File: config.mk
export PLATFORM = sky130hd
export DESIGN_NAME = rendezvous_send_queue_core
export DESIGN_NICKNAME = d
export VERILOG_FILES = /design/src/sv/rsq_pkg.sv /design/src/sv/rsq_controller.sv /design/src/sv/rsq_datapath.sv /design/src/sv/rendezvous_send_queue_core.sv
export VERILOG_INCLUDE_DIRS = /design/src /design/src/sv
export SDC_FILE = /design/constraint.sdc
export NUM_CORES = 1
export LEC_CHECK = 0
export ABC_AREA = 1
export BUFFER_PORTS_ARGS = -buffer_cell sky130_fd_sc_hd__buf_2
export CORE_ASPECT_RATIO = 0.7
export CORE_MARGIN = 3
export CORE_UTILIZATION = 60
export DETAILED_ROUTE_END_ITERATION = 10
export PLACE_DENSITY_LB_ADDON = 0.3
export SYNTH_ARGS = -nofsm -noshare
export SYNTH_HDL_FRONTEND = slang
export SYNTH_SLANG_ARGS = --single-unit
File: constraint.sdc
create_clock -name clk_i -period 19.9 [get_ports clk_i]
set_input_delay 0.995 -clock clk_i [delete_from_list [all_inputs] [get_ports clk_i]]
set_output_delay 0.995 -clock clk_i [all_outputs]
set_load 0.01 [all_outputs]
File: src/sv/rendezvous_send_queue_core_defines.svh
// Assertion macros for the rendezvous send queue core.
// Included by the top level; no other dependencies.
`ifndef RENDEZVOUS_SEND_QUEUE_CORE_DEFINES_SVH
`define RENDEZVOUS_SEND_QUEUE_CORE_DEFINES_SVH
`ifndef ASSERT_OFF
`define RSQ_ASSERT_IMPL(label, clk, rst_n, pre, post) \
  label: assert property (@(posedge clk) disable iff (!rst_n) (pre) |-> (post)) \
    else $error("rsq: same-cycle implication violated");
`define RSQ_ASSERT_NEXT(label, clk, rst_n, pre, post) \
  label: assert property (@(posedge clk) disable iff (!rst_n) (pre) |=> (post)) \
    else $error("rsq: next-cycle implication violated");
`else
`define RSQ_ASSERT_IMPL(label, clk, rst_n, pre, post)
`define RSQ_ASSERT_NEXT(label, clk, rst_n, pre, post)
`endif
`endif

File: src/sv/rsq_pkg.sv
// Shared types, codes and constants of the rendezvous send queue core.
// Has no dependencies; used by every module of the block.
package rsq_pkg;

  localparam int unsigned DEFAULT_QUEUE_DEPTH = 16;
  localparam int unsigned PEND_W = 5;
  localparam int unsigned CFG_INDEX_W = 4;
  localparam int unsigned CFG_DATA_W = 32;

  localparam logic [2:0] MODE_INSERT     = 3'd0;
  localparam logic [2:0] MODE_OPEN_OK    = 3'd1;
  localparam logic [2:0] MODE_REFUSED    = 3'd2;
  localparam logic [2:0] MODE_WRITE_DONE = 3'd3;
  localparam logic [2:0] MODE_CLOSE_DONE = 3'd4;
  localparam logic [2:0] MODE_FAIL_DONE  = 3'd5;

  localparam logic [2:0] ACT_OPEN  = 3'd0;
  localparam logic [2:0] ACT_FAIL  = 3'd1;
  localparam logic [2:0] ACT_WRITE = 3'd2;
  localparam logic [2:0] ACT_CLOSE = 3'd3;
  localparam logic [2:0] ACT_DONE  = 3'd4;
  localparam logic [2:0] ACT_EMPTY = 3'd5;
  localparam logic [2:0] ACT_PHASE = 3'd6;
  localparam logic [2:0] ACT_FULL  = 3'd7;

  localparam logic [CFG_INDEX_W-1:0] CFG_PEER_RANK    = CFG_INDEX_W'(0);
  localparam logic [CFG_INDEX_W-1:0] CFG_TRANSFER_TAG = CFG_INDEX_W'(1);

  typedef enum logic [2:0] {
    PH_WAIT  = 3'd0,
    PH_OPEN  = 3'd1,
    PH_WRITE = 3'd2,
    PH_CLOSE = 3'd3,
    PH_FAIL  = 3'd4
  } phase_e;

  typedef struct packed {
    logic [2:0]  mode;
    logic [15:0] item_id;
    logic [31:0] item_bytes;
    logic [63:0] dst_addr;
    logic [31:0] dst_key;
    logic        region_ok;
    logic [63:0] src_addr;
    logic [31:0] src_key;
  } in_item_t;

  typedef struct packed {
    logic [2:0]        action;
    logic [15:0]       item_id;
    logic [31:0]       bytes;
    logic [63:0]       dst_addr;
    logic [31:0]       dst_key;
    logic [63:0]       src_addr;
    logic [31:0]       src_key;
    logic              done_ok;
    logic [PEND_W-1:0] pending_count;
    logic              last;
  } result_t;

  typedef struct packed {
    logic [15:0] item_id;
    logic [31:0] bytes;
  } entry_t;

  typedef struct packed {
    logic capture;
    logic exec;
    logic load_next;
  } ctrl_cmd_t;

  typedef struct packed {
    logic emit;
    logic more;
    logic out_free;
  } ctrl_status_t;

endpackage

File: src/sv/rsq_controller.sv
// Sequencing state machine of the rendezvous send queue core.
// Depends on rsq_pkg for the command and status structs.
module rsq_controller import rsq_pkg::*; (
  input  logic         clk_i,
  input  logic         rst_ni,
  input  logic         in_valid_i,
  output logic         in_stall_o,
  input  ctrl_status_t status_i,
  output ctrl_cmd_t    cmd_o
);

  typedef enum logic [3:0] {
    ST_IDLE = 4'b0001,
    ST_EXEC = 4'b0010,
    ST_READ = 4'b0100,
    ST_NEXT = 4'b1000
  } state_e;

  state_e state_q, state_d;

  always_comb begin
    state_d = state_q;
    cmd_o = '0;
    case (state_q)
      ST_IDLE: begin
        if (in_valid_i) begin
          cmd_o.capture = 1'b1;
          state_d = ST_EXEC;
        end
      end
      ST_EXEC: begin
        if (!status_i.emit || status_i.out_free) begin
          cmd_o.exec = 1'b1;
          state_d = status_i.more ? ST_READ : ST_IDLE;
        end
      end
      ST_READ: begin
        state_d = ST_NEXT;
      end
      ST_NEXT: begin
        if (status_i.out_free) begin
          cmd_o.load_next = 1'b1;
          state_d = ST_IDLE;
        end
      end
      default: begin
        state_d = ST_IDLE;
      end
    endcase
  end

  assign in_stall_o = (state_q != ST_IDLE);

  always_ff @(posedge clk_i or negedge rst_ni) begin
    if (!rst_ni) begin
      state_q <= ST_IDLE;
    end else begin
      state_q <= state_d;
    end
  end

endmodule

File: src/sv/rsq_datapath.sv
// Datapath of the rendezvous send queue core: queue memory, pointers,
// head phase, configuration registers and the result register. Uses rsq_pkg.
module rsq_datapath import rsq_pkg::*; #(
  parameter int unsigned QUEUE_DEPTH = DEFAULT_QUEUE_DEPTH
) (
  input  logic                   clk_i,
  input  logic                   rst_ni,
  input  logic                   cfg_write_i,
  input  logic [CFG_INDEX_W-1:0] cfg_index_i,
  input  logic [CFG_DATA_W-1:0]  cfg_data_i,
  input  in_item_t               item_i,
  input  ctrl_cmd_t              cmd_i,
  output ctrl_status_t           status_o,
  input  logic                   out_stall_i,
  output logic                   out_valid_o,
  output result_t                result_o
);

  localparam int unsigned PTR_W = $clog2(QUEUE_DEPTH);
  localparam int unsigned CNT_W = $clog2(QUEUE_DEPTH + 1);

  logic [15:0] peer_rank_q;
  logic [31:0] transfer_tag_q;

  in_item_t          in_q;
  entry_t            queue_mem_q [QUEUE_DEPTH];
  entry_t            head_q;
  logic [PTR_W-1:0]  rd_ptr_q, wr_ptr_q;
  logic [CNT_W-1:0]  count_q;
  phase_e            phase_q;
  result_t           out_q;
  logic              out_valid_q;

  result_t          exec_res, next_res;
  logic             emit, more, do_write, do_pop;
  logic [CNT_W-1:0] count_next;
  phase_e           phase_next, need_phase;
  logic             full, empty;

  assign full  = (count_q == CNT_W'(QUEUE_DEPTH));
  assign empty = (count_q == '0);

  always_comb begin
    case (in_q.mode)
      MODE_OPEN_OK, MODE_REFUSED: need_phase = PH_OPEN;
      MODE_WRITE_DONE:            need_phase = PH_WRITE;
      MODE_CLOSE_DONE:            need_phase = PH_CLOSE;
      default:                    need_phase = PH_FAIL;
    endcase
  end

  always_comb begin
    exec_res = '0;
    emit = 1'b0;
    more = 1'b0;
    do_write = 1'b0;
    do_pop = 1'b0;
    count_next = count_q;
    phase_next = phase_q;
    if (in_q.mode == MODE_INSERT) begin
      if (full) begin
        exec_res.action = ACT_FULL;
        emit = 1'b1;
      end else begin
        do_write = 1'b1;
        count_next = count_q + CNT_W'(1);
        if (empty && phase_q == PH_WAIT) begin
          exec_res.action = ACT_OPEN;
          exec_res.item_id = in_q.item_id;
          exec_res.bytes = in_q.item_bytes;
          phase_next = PH_OPEN;
          emit = 1'b1;
        end
      end
    end else if (in_q.mode > MODE_FAIL_DONE) begin
      exec_res.action = ACT_PHASE;
      emit = 1'b1;
    end else if (in_q.mode != MODE_WRITE_DONE && empty) begin
      exec_res.action = ACT_EMPTY;
      emit = 1'b1;
    end else if (phase_q != need_phase || empty) begin
      exec_res.action = ACT_PHASE;
      emit = 1'b1;
    end else if (in_q.mode == MODE_OPEN_OK) begin
      emit = 1'b1;
      exec_res.item_id = head_q.item_id;
      if (!in_q.region_ok) begin
        exec_res.action = ACT_FAIL;
        phase_next = PH_FAIL;
      end else begin
        exec_res.action = ACT_WRITE;
        exec_res.bytes = head_q.bytes;
        exec_res.dst_addr = in_q.dst_addr;
        exec_res.dst_key = in_q.dst_key;
        exec_res.src_addr = in_q.src_addr;
        exec_res.src_key = in_q.src_key;
        phase_next = PH_WRITE;
      end
    end else if (in_q.mode == MODE_WRITE_DONE) begin
      emit = 1'b1;
      exec_res.action = ACT_CLOSE;
      exec_res.item_id = head_q.item_id;
      phase_next = PH_CLOSE;
    end else begin
      emit = 1'b1;
      do_pop = 1'b1;
      exec_res.action = ACT_DONE;
      exec_res.item_id = head_q.item_id;
      exec_res.done_ok = (in_q.mode == MODE_CLOSE_DONE);
      count_next = count_q - CNT_W'(1);
      phase_next = PH_WAIT;
      more = (count_q != CNT_W'(1));
    end
    exec_res.pending_count = PEND_W'(count_next);
    exec_res.last = !more;
  end

  always_comb begin
    next_res = '0;
    next_res.action = ACT_OPEN;
    next_res.item_id = head_q.item_id;
    next_res.bytes = head_q.bytes;
    next_res.pending_count = PEND_W'(count_q);
    next_res.last = 1'b1;
  end

  assign status_o.emit = emit;
  assign status_o.more = more;
  assign status_o.out_free = !out_valid_q || !out_stall_i;

  always_ff @(posedge clk_i or negedge rst_ni) begin
    if (!rst_ni) begin
      peer_rank_q <= '0;
      transfer_tag_q <= '0;
    end else if (cfg_write_i) begin
      if (cfg_index_i == CFG_PEER_RANK) begin
        peer_rank_q <= cfg_data_i[15:0];
      end else if (cfg_index_i == CFG_TRANSFER_TAG) begin
        transfer_tag_q <= cfg_data_i;
      end
    end
  end

  always_ff @(posedge clk_i) begin
    if (cmd_i.capture) begin
      in_q <= item_i;
    end
    if (cmd_i.exec && do_write) begin
      queue_mem_q[wr_ptr_q] <= '{item_id: in_q.item_id, bytes: in_q.item_bytes};
    end
    head_q <= queue_mem_q[rd_ptr_q];
  end

  always_ff @(posedge clk_i or negedge rst_ni) begin
    if (!rst_ni) begin
      rd_ptr_q <= '0;
      wr_ptr_q <= '0;
      count_q <= '0;
      phase_q <= PH_WAIT;
    end else if (cmd_i.exec) begin
      count_q <= count_next;
      phase_q <= phase_next;
      if (do_write) begin
        wr_ptr_q <= (wr_ptr_q == PTR_W'(QUEUE_DEPTH - 1)) ? '0 : wr_ptr_q + PTR_W'(1);
      end
      if (do_pop) begin
        rd_ptr_q <= (rd_ptr_q == PTR_W'(QUEUE_DEPTH - 1)) ? '0 : rd_ptr_q + PTR_W'(1);
      end
    end else if (cmd_i.load_next) begin
      phase_q <= PH_OPEN;
    end
  end

  always_ff @(posedge clk_i or negedge rst_ni) begin
    if (!rst_ni) begin
      out_valid_q <= 1'b0;
    end else if ((cmd_i.exec && emit) || cmd_i.load_next) begin
      out_valid_q <= 1'b1;
    end else if (!out_stall_i) begin
      out_valid_q <= 1'b0;
    end
  end

  always_ff @(posedge clk_i) begin
    if (cmd_i.exec && emit) begin
      out_q <= exec_res;
    end else if (cmd_i.load_next) begin
      out_q <= next_res;
    end
  end

  assign out_valid_o = out_valid_q;
  assign result_o = out_q;

endmodule

File: src/sv/rendezvous_send_queue_core.sv
// The idle state accepts an event, capturing the transaction and reading the head entry of
// the queue memory; the exec state decides, posts the first result and updates the queue.
// A retirement that leaves items queued also passes the read and next states, as the open
// for the new head waits for the registered read at the advanced read pointer. Results sit in
// an output register, so the next event is accepted while the final result of the previous
// one still waits; an event that posts a result then holds in its decision cycle until that
// register is taken. The queue memory needs no clearing after reset.
// Top level; uses rsq_pkg, rsq_controller, rsq_datapath and the assertion macros.
`include "rendezvous_send_queue_core_defines.svh"

module rendezvous_send_queue_core import rsq_pkg::*; #(
  parameter int unsigned QUEUE_DEPTH = DEFAULT_QUEUE_DEPTH
) (
  input  logic                   clk_i,
  input  logic                   rst_ni,
  input  logic                   cfg_valid_i,
  output logic                   cfg_ready_o,
  input  logic [CFG_INDEX_W-1:0] cfg_index_i,
  input  logic [CFG_DATA_W-1:0]  cfg_data_i,
  input  logic                   in_valid_i,
  output logic                   in_stall_o,
  input  logic [2:0]             mode_i,
  input  logic [15:0]            item_id_i,
  input  logic [31:0]            item_bytes_i,
  input  logic [63:0]            dst_addr_i,
  input  logic [31:0]            dst_key_i,
  input  logic                   region_ok_i,
  input  logic [63:0]            src_addr_i,
  input  logic [31:0]            src_key_i,
  output logic                   out_valid_o,
  input  logic                   out_stall_i,
  output logic [2:0]             action_o,
  output logic [15:0]            out_item_id_o,
  output logic [31:0]            out_bytes_o,
  output logic [63:0]            write_dst_addr_o,
  output logic [31:0]            write_dst_key_o,
  output logic [63:0]            write_src_addr_o,
  output logic [31:0]            write_src_key_o,
  output logic                   done_ok_o,
  output logic [PEND_W-1:0]      pending_count_o,
  output logic                   last_o
);

  in_item_t     item;
  result_t      result;
  ctrl_cmd_t    cmd;
  ctrl_status_t status;

  assign cfg_ready_o = 1'b1;

  assign item.mode = mode_i;
  assign item.item_id = item_id_i;
  assign item.item_bytes = item_bytes_i;
  assign item.dst_addr = dst_addr_i;
  assign item.dst_key = dst_key_i;
  assign item.region_ok = region_ok_i;
  assign item.src_addr = src_addr_i;
  assign item.src_key = src_key_i;

  rsq_controller u_controller (
    .clk_i      (clk_i),
    .rst_ni     (rst_ni),
    .in_valid_i (in_valid_i),
    .in_stall_o (in_stall_o),
    .status_i   (status),
    .cmd_o      (cmd)
  );

  rsq_datapath #(
    .QUEUE_DEPTH (QUEUE_DEPTH)
  ) u_datapath (
    .clk_i       (clk_i),
    .rst_ni      (rst_ni),
    .cfg_write_i (cfg_valid_i && cfg_ready_o),
    .cfg_index_i (cfg_index_i),
    .cfg_data_i  (cfg_data_i),
    .item_i      (item),
    .cmd_i       (cmd),
    .status_o    (status),
    .out_stall_i (out_stall_i),
    .out_valid_o (out_valid_o),
    .result_o    (result)
  );

  assign action_o = result.action;
  assign out_item_id_o = result.item_id;
  assign out_bytes_o = result.bytes;
  assign write_dst_addr_o = result.dst_addr;
  assign write_dst_key_o = result.dst_key;
  assign write_src_addr_o = result.src_addr;
  assign write_src_key_o = result.src_key;
  assign done_ok_o = result.done_ok;
  assign pending_count_o = result.pending_count;
  assign last_o = result.last;

  `RSQ_ASSERT_NEXT(a_busy_after_accept, clk_i, rst_ni, in_valid_i && !in_stall_o, in_stall_o)
  `RSQ_ASSERT_IMPL(a_only_done_not_last, clk_i, rst_ni, out_valid_o && !last_o, action_o == ACT_DONE)
  `RSQ_ASSERT_IMPL(a_no_accept_mid_retire, clk_i, rst_ni, out_valid_o && !last_o, in_stall_o)

endmodule

---- After elaboration in Yosys (flattened, before gate mapping) ----
Memories as Yosys holds them, arrays and structs flattened. A register that Yosys moved wholly into a read port is not among the register bits.
Cells that the tools add are included.
Widths: inputs -> output; s select.
storage, ports and cells
  register bits ........................... 515
  memory bits (writable) .................. 768
  bits of input ports ..................... 285
  output and inout bits ................... 253
  memories ................................ 1
memory list
  name                    depth  width  rd ports  clocked after Yosys merged registers in  write ports  line                RTL
  u_datapath.queue_mem_q  16     48     1         1                                        1            rsq_datapath.sv:26  entry_t queue_mem_q [QUEUE_DEPTH];
cells by class
  add/sub/neg operators ................... 4
  $lt $le $gt $ge ......................... 1
  equality and inequality tests ........... 24
  muxes and demuxes ....................... 73
  reduce and logical (&&, ||, !) cells .... 22
operator list
  operator             number
  $mux 241             3
  $mux 250             2
  $mux 224             2
  $mux 193             1
  $mux 48              2
  $mux 51              1
  $mux 3               15
  $mux 19              2
  $mux 5               7
  $mux 1               29
  $mux 4               5
  $pmux 4 s4           1
  $ne 3x3->1 const B   5
  $eq 4x4->1 const B   3
  $pmux 3 s3           1
  $add 4x1->4 const B  2
  $eq 3x2->1 const B   2
  $logic_not 3->1      2
  $ne 2x1->1 const B   3
  $reduce_and 6->1     1
  $add 5x1->5 const B  1
  $eq 5x5->1 const B   1
  $logic_not 5->1      1
  $ne 5x1->1 const B   1
  other kinds (19)     31

---- Longest topological paths before layout ----
  word-level depth ........................ 12
  depth in mapped cells ................... 17
  mapped depth without buffers ............ 16

---- Hierarchy ----
From an unflattened synthesis, not the netlist that was laid out.
unflattened totals
  cells, all modules ...................... 3361
  area, all modules ....................... 49438.7 um^2
by module, submodules not included
  module                      times used  cells each  area an instance (um^2)  seq. area each (um^2)
  rsq_datapath                1           3328        49169.7                  39282.7
  rsq_controller              1           31          257.7                    101.3
  rendezvous_send_queue_core  1           2           11.3                     0.0

---- Least setup slack after synthesis ----
Ideal clock, no wire load.
  path kind ............................... input -> register
  from .................................... input port in_valid_i
  to ...................................... register u_datapath.in_q[0] in the netlist's numbering, enable pin
  data arrival time ....................... 11.112 ns
  data required time ...................... 19.046 ns
  setup slack ............................. 7.935 ns
  stages .................................. 2
  path buffers ............................ 0
  cell sequence ........................... inv_1 > nor2_1
RTL lines
  what                    line                              RTL
  start: declaration      rendezvous_send_queue_core.sv:20  input logic in_valid_i,
  end signal: assignment  rsq_datapath.sv:146               in_q <= item_i;
  end: declaration        rsq_datapath.sv:25                in_item_t in_q;

---- Worst setup path in the final report ----
  from .................................... register u_datapath.in_q[242] in the netlist's numbering
  to ...................................... register u_datapath.out_q (netlist bit u_datapath.result_o[163]), data pin
between the ends
  longest elaborated chain between the ends .. 10
RTL lines
  what                                             line                                    RTL
  $eq 3x2->1 / $eq 3x1->1 (equally long branches)  rsq_datapath.sv:44, rsq_datapath.sv:84
  $reduce_or 2->1                                  rsq_datapath.sv:44                      case (in_q.mode)
  $pmux 3 s3                                       rsq_datapath.sv:44
  $ne 3x3->1                                       rsq_datapath.sv:81                      end else if (phase_q != need_phase || empty) begin
  $logic_or 1x1->1                                 rsq_datapath.sv:81
  $mux 241                                         rsq_datapath.sv:81
  $mux 241                                         rsq_datapath.sv:78                      end else if (in_q.mode != MODE_WRITE_DONE && empty) begin
  $mux 241                                         rsq_datapath.sv:75                      end else if (in_q.mode > MODE_FAIL_DONE) begin
  $mux 193                                         rsq_datapath.sv:60                      if (in_q.mode == MODE_INSERT) begin
  $mux 250 (*)                                     rsq_datapath.sv:185                     if (cmd_i.exec && emit) begin
  end signal: assignment                           rsq_datapath.sv:186                     out_q <= exec_res;
  end signal: assignment                           rsq_datapath.sv:188                     out_q <= next_res;
  end: declaration                                 rsq_datapath.sv:31                      result_t out_q;
Mark *: on every way between the ends. The rest lies on a longest branch, timed or not.
A chain may end at the register's enable or synchronous reset.

==> run_results.csv <==
group,metric,value,unit
global_route,grt_pass1_vias,29200,
floorplanning,num_rows,87,
timing,max_freq,167,MHz
clocking,clkLatencyLatePin,0.70,ns
placement,numPortBuffers,499,
yosys,synthFlopType,"edfxtp_1",
floorplanning,die_h,248,µm
layout,final_util,70.4,%
placement,finalWeightedCongestion,0.878,
setup_path,worstPathRequired,20.30,ns
yosys,synth_seq_area_share,78.7,%
timing,drv_slew,0,
detailed_routing,drtPass1Iterations,7,
global_route,overflow,0,
setup_path,critPathArrivalTime,6.37,ns
yosys,ys_warn_count,0,
setup_path,end_kind,"flip-flop",
placement,hpwlAfterDp,69.3,mm
timing,clock_skew,0.0279,ns
floorplanning,pin_count,538,
layout,multiInputGateArea,8940,µm²
setup_path,cp_num_buf_inv,7,
setup_path,rr_startpoint,"u_datapath.in_q[242]",
setup_path,cp_cell_sequence,"nor2_4, nand2_4, clkinv_2, nand2_4, inv_2, nand2_2, nand2_2, nand2_4, inv_4, nand2_4, buf_4, inv_2, nand4_4, buf_4, buf_4, nor2_1",
clocking,post_cts_buffers,0,
timing,setup_viol,0,
setup_path,rr_worst_depth,16,
placement,dp_worst_setup_slack,14.07,ns
power_and_ir_drop,pwr-share-comb,11.9,%
layout,syn_to_final_growth,14.6,%
floorplanning,die_w,351,µm
timing,fin_crit,5.97,ns
power_and_ir_drop,p_int,4.86,mW
clocking,cts_tree,"built",
setup_path,crit_top_cell,"nand2_4",
power_and_ir_drop,ir_worst_vdd,0.0883,mV
yosys,syn_area,50000,µm²
global_route,grt_util_all_layers,27.6,%
setup_path,r2r_setup_slack,13.93,ns
clocking,clockBufferDepth,3,
yosys,syn_nets,3789,
yosys,postSynthAreaPerCell,14.3,µm²
setup_path,regToRegEndpoint,"u_datapath.result_o[163]",
floorplanning,start_util,61.4,%
timing,fin_setup_tns,0,ns
setup_path,critPathKind,"flip-flop to flip-flop",
detailed_routing,routed_wl,124,mm
layout,nFillCells,5118,
detailed_routing,antenna_left,0,
power_and_ir_drop,power_density,115,nW/µm²
setup_path,crit_family,"buffers and inverters",
layout,layout_common_cells,"edfxtp_1, nor2_1, buf_2",
layout,regArea,39400,µm²
detailed_routing,dr.first_iter.drc_count,4183,
yosys,synth_cell_types,43,
floorplanning,dieArea,87000,µm²
setup_path,max_stage_delay,0.78,ns
power_and_ir_drop,power.switching,1.73,mW
layout,drive_gt1_share,19.2,%
detailed_routing,dr_total_vias,30500,
timing,rsz0062_at_grt,"false",
timing,report.final.hold_viol_count,0,
detailed_routing,drc,0,
setup_path,crit_slowest_cell,"clkinv_2",
floorplanning,core,81500,µm²
outcome,status,"finished, final reports clean",
power_and_ir_drop,p_leak,20.8,nW
clocking,numClockSinks,1331,
clocking,htree_levels,3,
min_path,hold_path_class,"input port to async pin",
clocking,root_buffer,"clkbuf_16",
timing,max_slew_margin,15.3,%
clocking,cts_buffers,114,
timing,hold_slack,0.276,ns
detailed_routing,via_per_inst,5.92,
flow_run,drv_cap,0,
clocking,hold_buffers,0,
yosys,synth_edf_count,1262,
detailed_routing,wire_per_inst,24.1,µm
global_route,grt_first_pass_wirelength,178,mm
layout,final_common_cell,"edfxtp_1",
yosys,syn_inst,3495,
setup_path,critical_path.startpoint_type,"flip-flop",
layout,num-nets-final,4251,
global_route,grt_max_degree,208,
timing,fin_crit_sh,30.0,%
power_and_ir_drop,p_sw_share,26.2,%
power_and_ir_drop,pwr-share-clk,34.4,%
yosys,synth-seq-cells,1331,
setup_path,cp_max_fo,78,
global_route,grt_antenna_before_repair,17,
timing,setup_slack,13.93,ns
clocking,clk_pin_slew,0.07,ns
clocking,postCtsResizedCells,0,
power_and_ir_drop,seqPwrFrac,53.7,%
timing,tightest_slew,1.27,ns
yosys,async_flop_share,1.58,%
==> through the flow <==
stage / cells / power [mW] / area [µm²]
detailed placement: 4909 / 4.36 / 53500
global placement: 4909 / 4.34 / 53500
CTS: 5126 / 6.60 / 57300
finish: 5142 / 6.59 / 57400
global route: 5138 / 6.80 / 57400
floorplan: 3495 / 4.07 / 50000
==> synth_stat cells, drive strengths merged, types with 48 or more instances <==
master,n,area share [%]
edfxtp,1262,76
nor2,650,5.0
nand2,311,2.4
o21ai,252,2.5
inv,250,1.9
nand3,174,1.8
clkbuf,139,1.0
o32ai,114,2.0
mux2i,78,1.6
o221ai,78,1.4
buf,57,0.80
dfxtp,48,1.9
==> state kept, by name, indices dropped and copies added, names as in the netlist <==
| register | count |
|---|---|
| u_datapath.wr_ptr_q | 4 |
| u_datapath.rd_ptr_q | 4 |
| u_datapath.result_o | 250 |
| u_datapath.phase_q | 3 |
| u_datapath.out_valid_o | 1 |
| u_controller.state_q | 4 |
| u_datapath.count_q | 5 |
| u_datapath.in_q | 244 |
| u_datapath.queue_mem_q | 768 |
| u_datapath.head_q | 48 |
==> routing by layer <==
metal / vias to the layer above / track usage (%) / part of all wire (%)
met3: 304 / 4.44 / 10
met5: - / 0 / 0.0073
met2: 1687 / 43.6 / 48
li1: 13600 / - / -
met1: 14900 / 39.4 / 38
met4: 2 / 10.8 / 3.7
==> layout make-up <==
type	count	area share, %
Timing Repair Buffer	542	4.94
Sequential cell	1331	68.7
Clock inverter	54	0.907
Multi-Input combinational cell	1716	15.6
Clock buffer	163	5.82
Inverter	252	1.67
Tap cell	1068	2.33
Antenna cell	16	0.0698
==> power by group through the flow <==
stage	sequential, mW	combinational (mW)	clock (mW)
after detailed placement	3.59	0.769	0
after global placement	3.58	0.754	0
after floorplan	3.64	0.428	0
final	3.54	0.784	2.26
after global routing	3.56	0.844	2.39
after CTS	3.53	0.776	2.29
==> worst reg2reg max path, cell delays in order, from the launching register on <==
cell,delay [ns]
edfxtp_1,0.56
nor2_4,0.09
nand2_4,0.15
clkinv_2,0.79
nand2_4,0.43
inv_2,0.09
nand2_2,0.10
nand2_2,0.09
nand2_4,0.16
inv_4,0.12
nand2_4,0.32
buf_4,0.44
inv_2,0.11
nand4_4,0.40
buf_4,0.75
buf_4,0.84
nor2_1,0.24
==> worst max path at each step <==
stage,start,end,slack (ns),depth (start not counted)
2_1_floorplan,in_valid_i,u_datapath.in_q[0],7.93,2
3_3_place_gp,u_datapath.in_q[242],u_datapath.result_o[190],14.18,16
3_5_place_dp,u_datapath.in_q[242],u_datapath.result_o[32],14.07,16
5_1_grt,u_datapath.in_q[242],u_datapath.result_o[153],13.66,16
4_1_cts,u_datapath.in_q[242],u_datapath.result_o[182],14.07,16
6_report,u_datapath.in_q[242],u_datapath.result_o[163],13.93,16
==> cell families after synthesis <==
group	after synthesis	synth area share [%]
muxes	78	1.56
other	1	0.00749
and+or+nand+nor	1152	9.43
DFF	1331	78.7
adders and majority gates	9	0.225
xor gates and xnor gates	6	0.105
buffers and inverters	448	3.74
AOI/OAI and AO/OA	470	6.25
No activity file was read; power rests on OpenSTA's default activity.
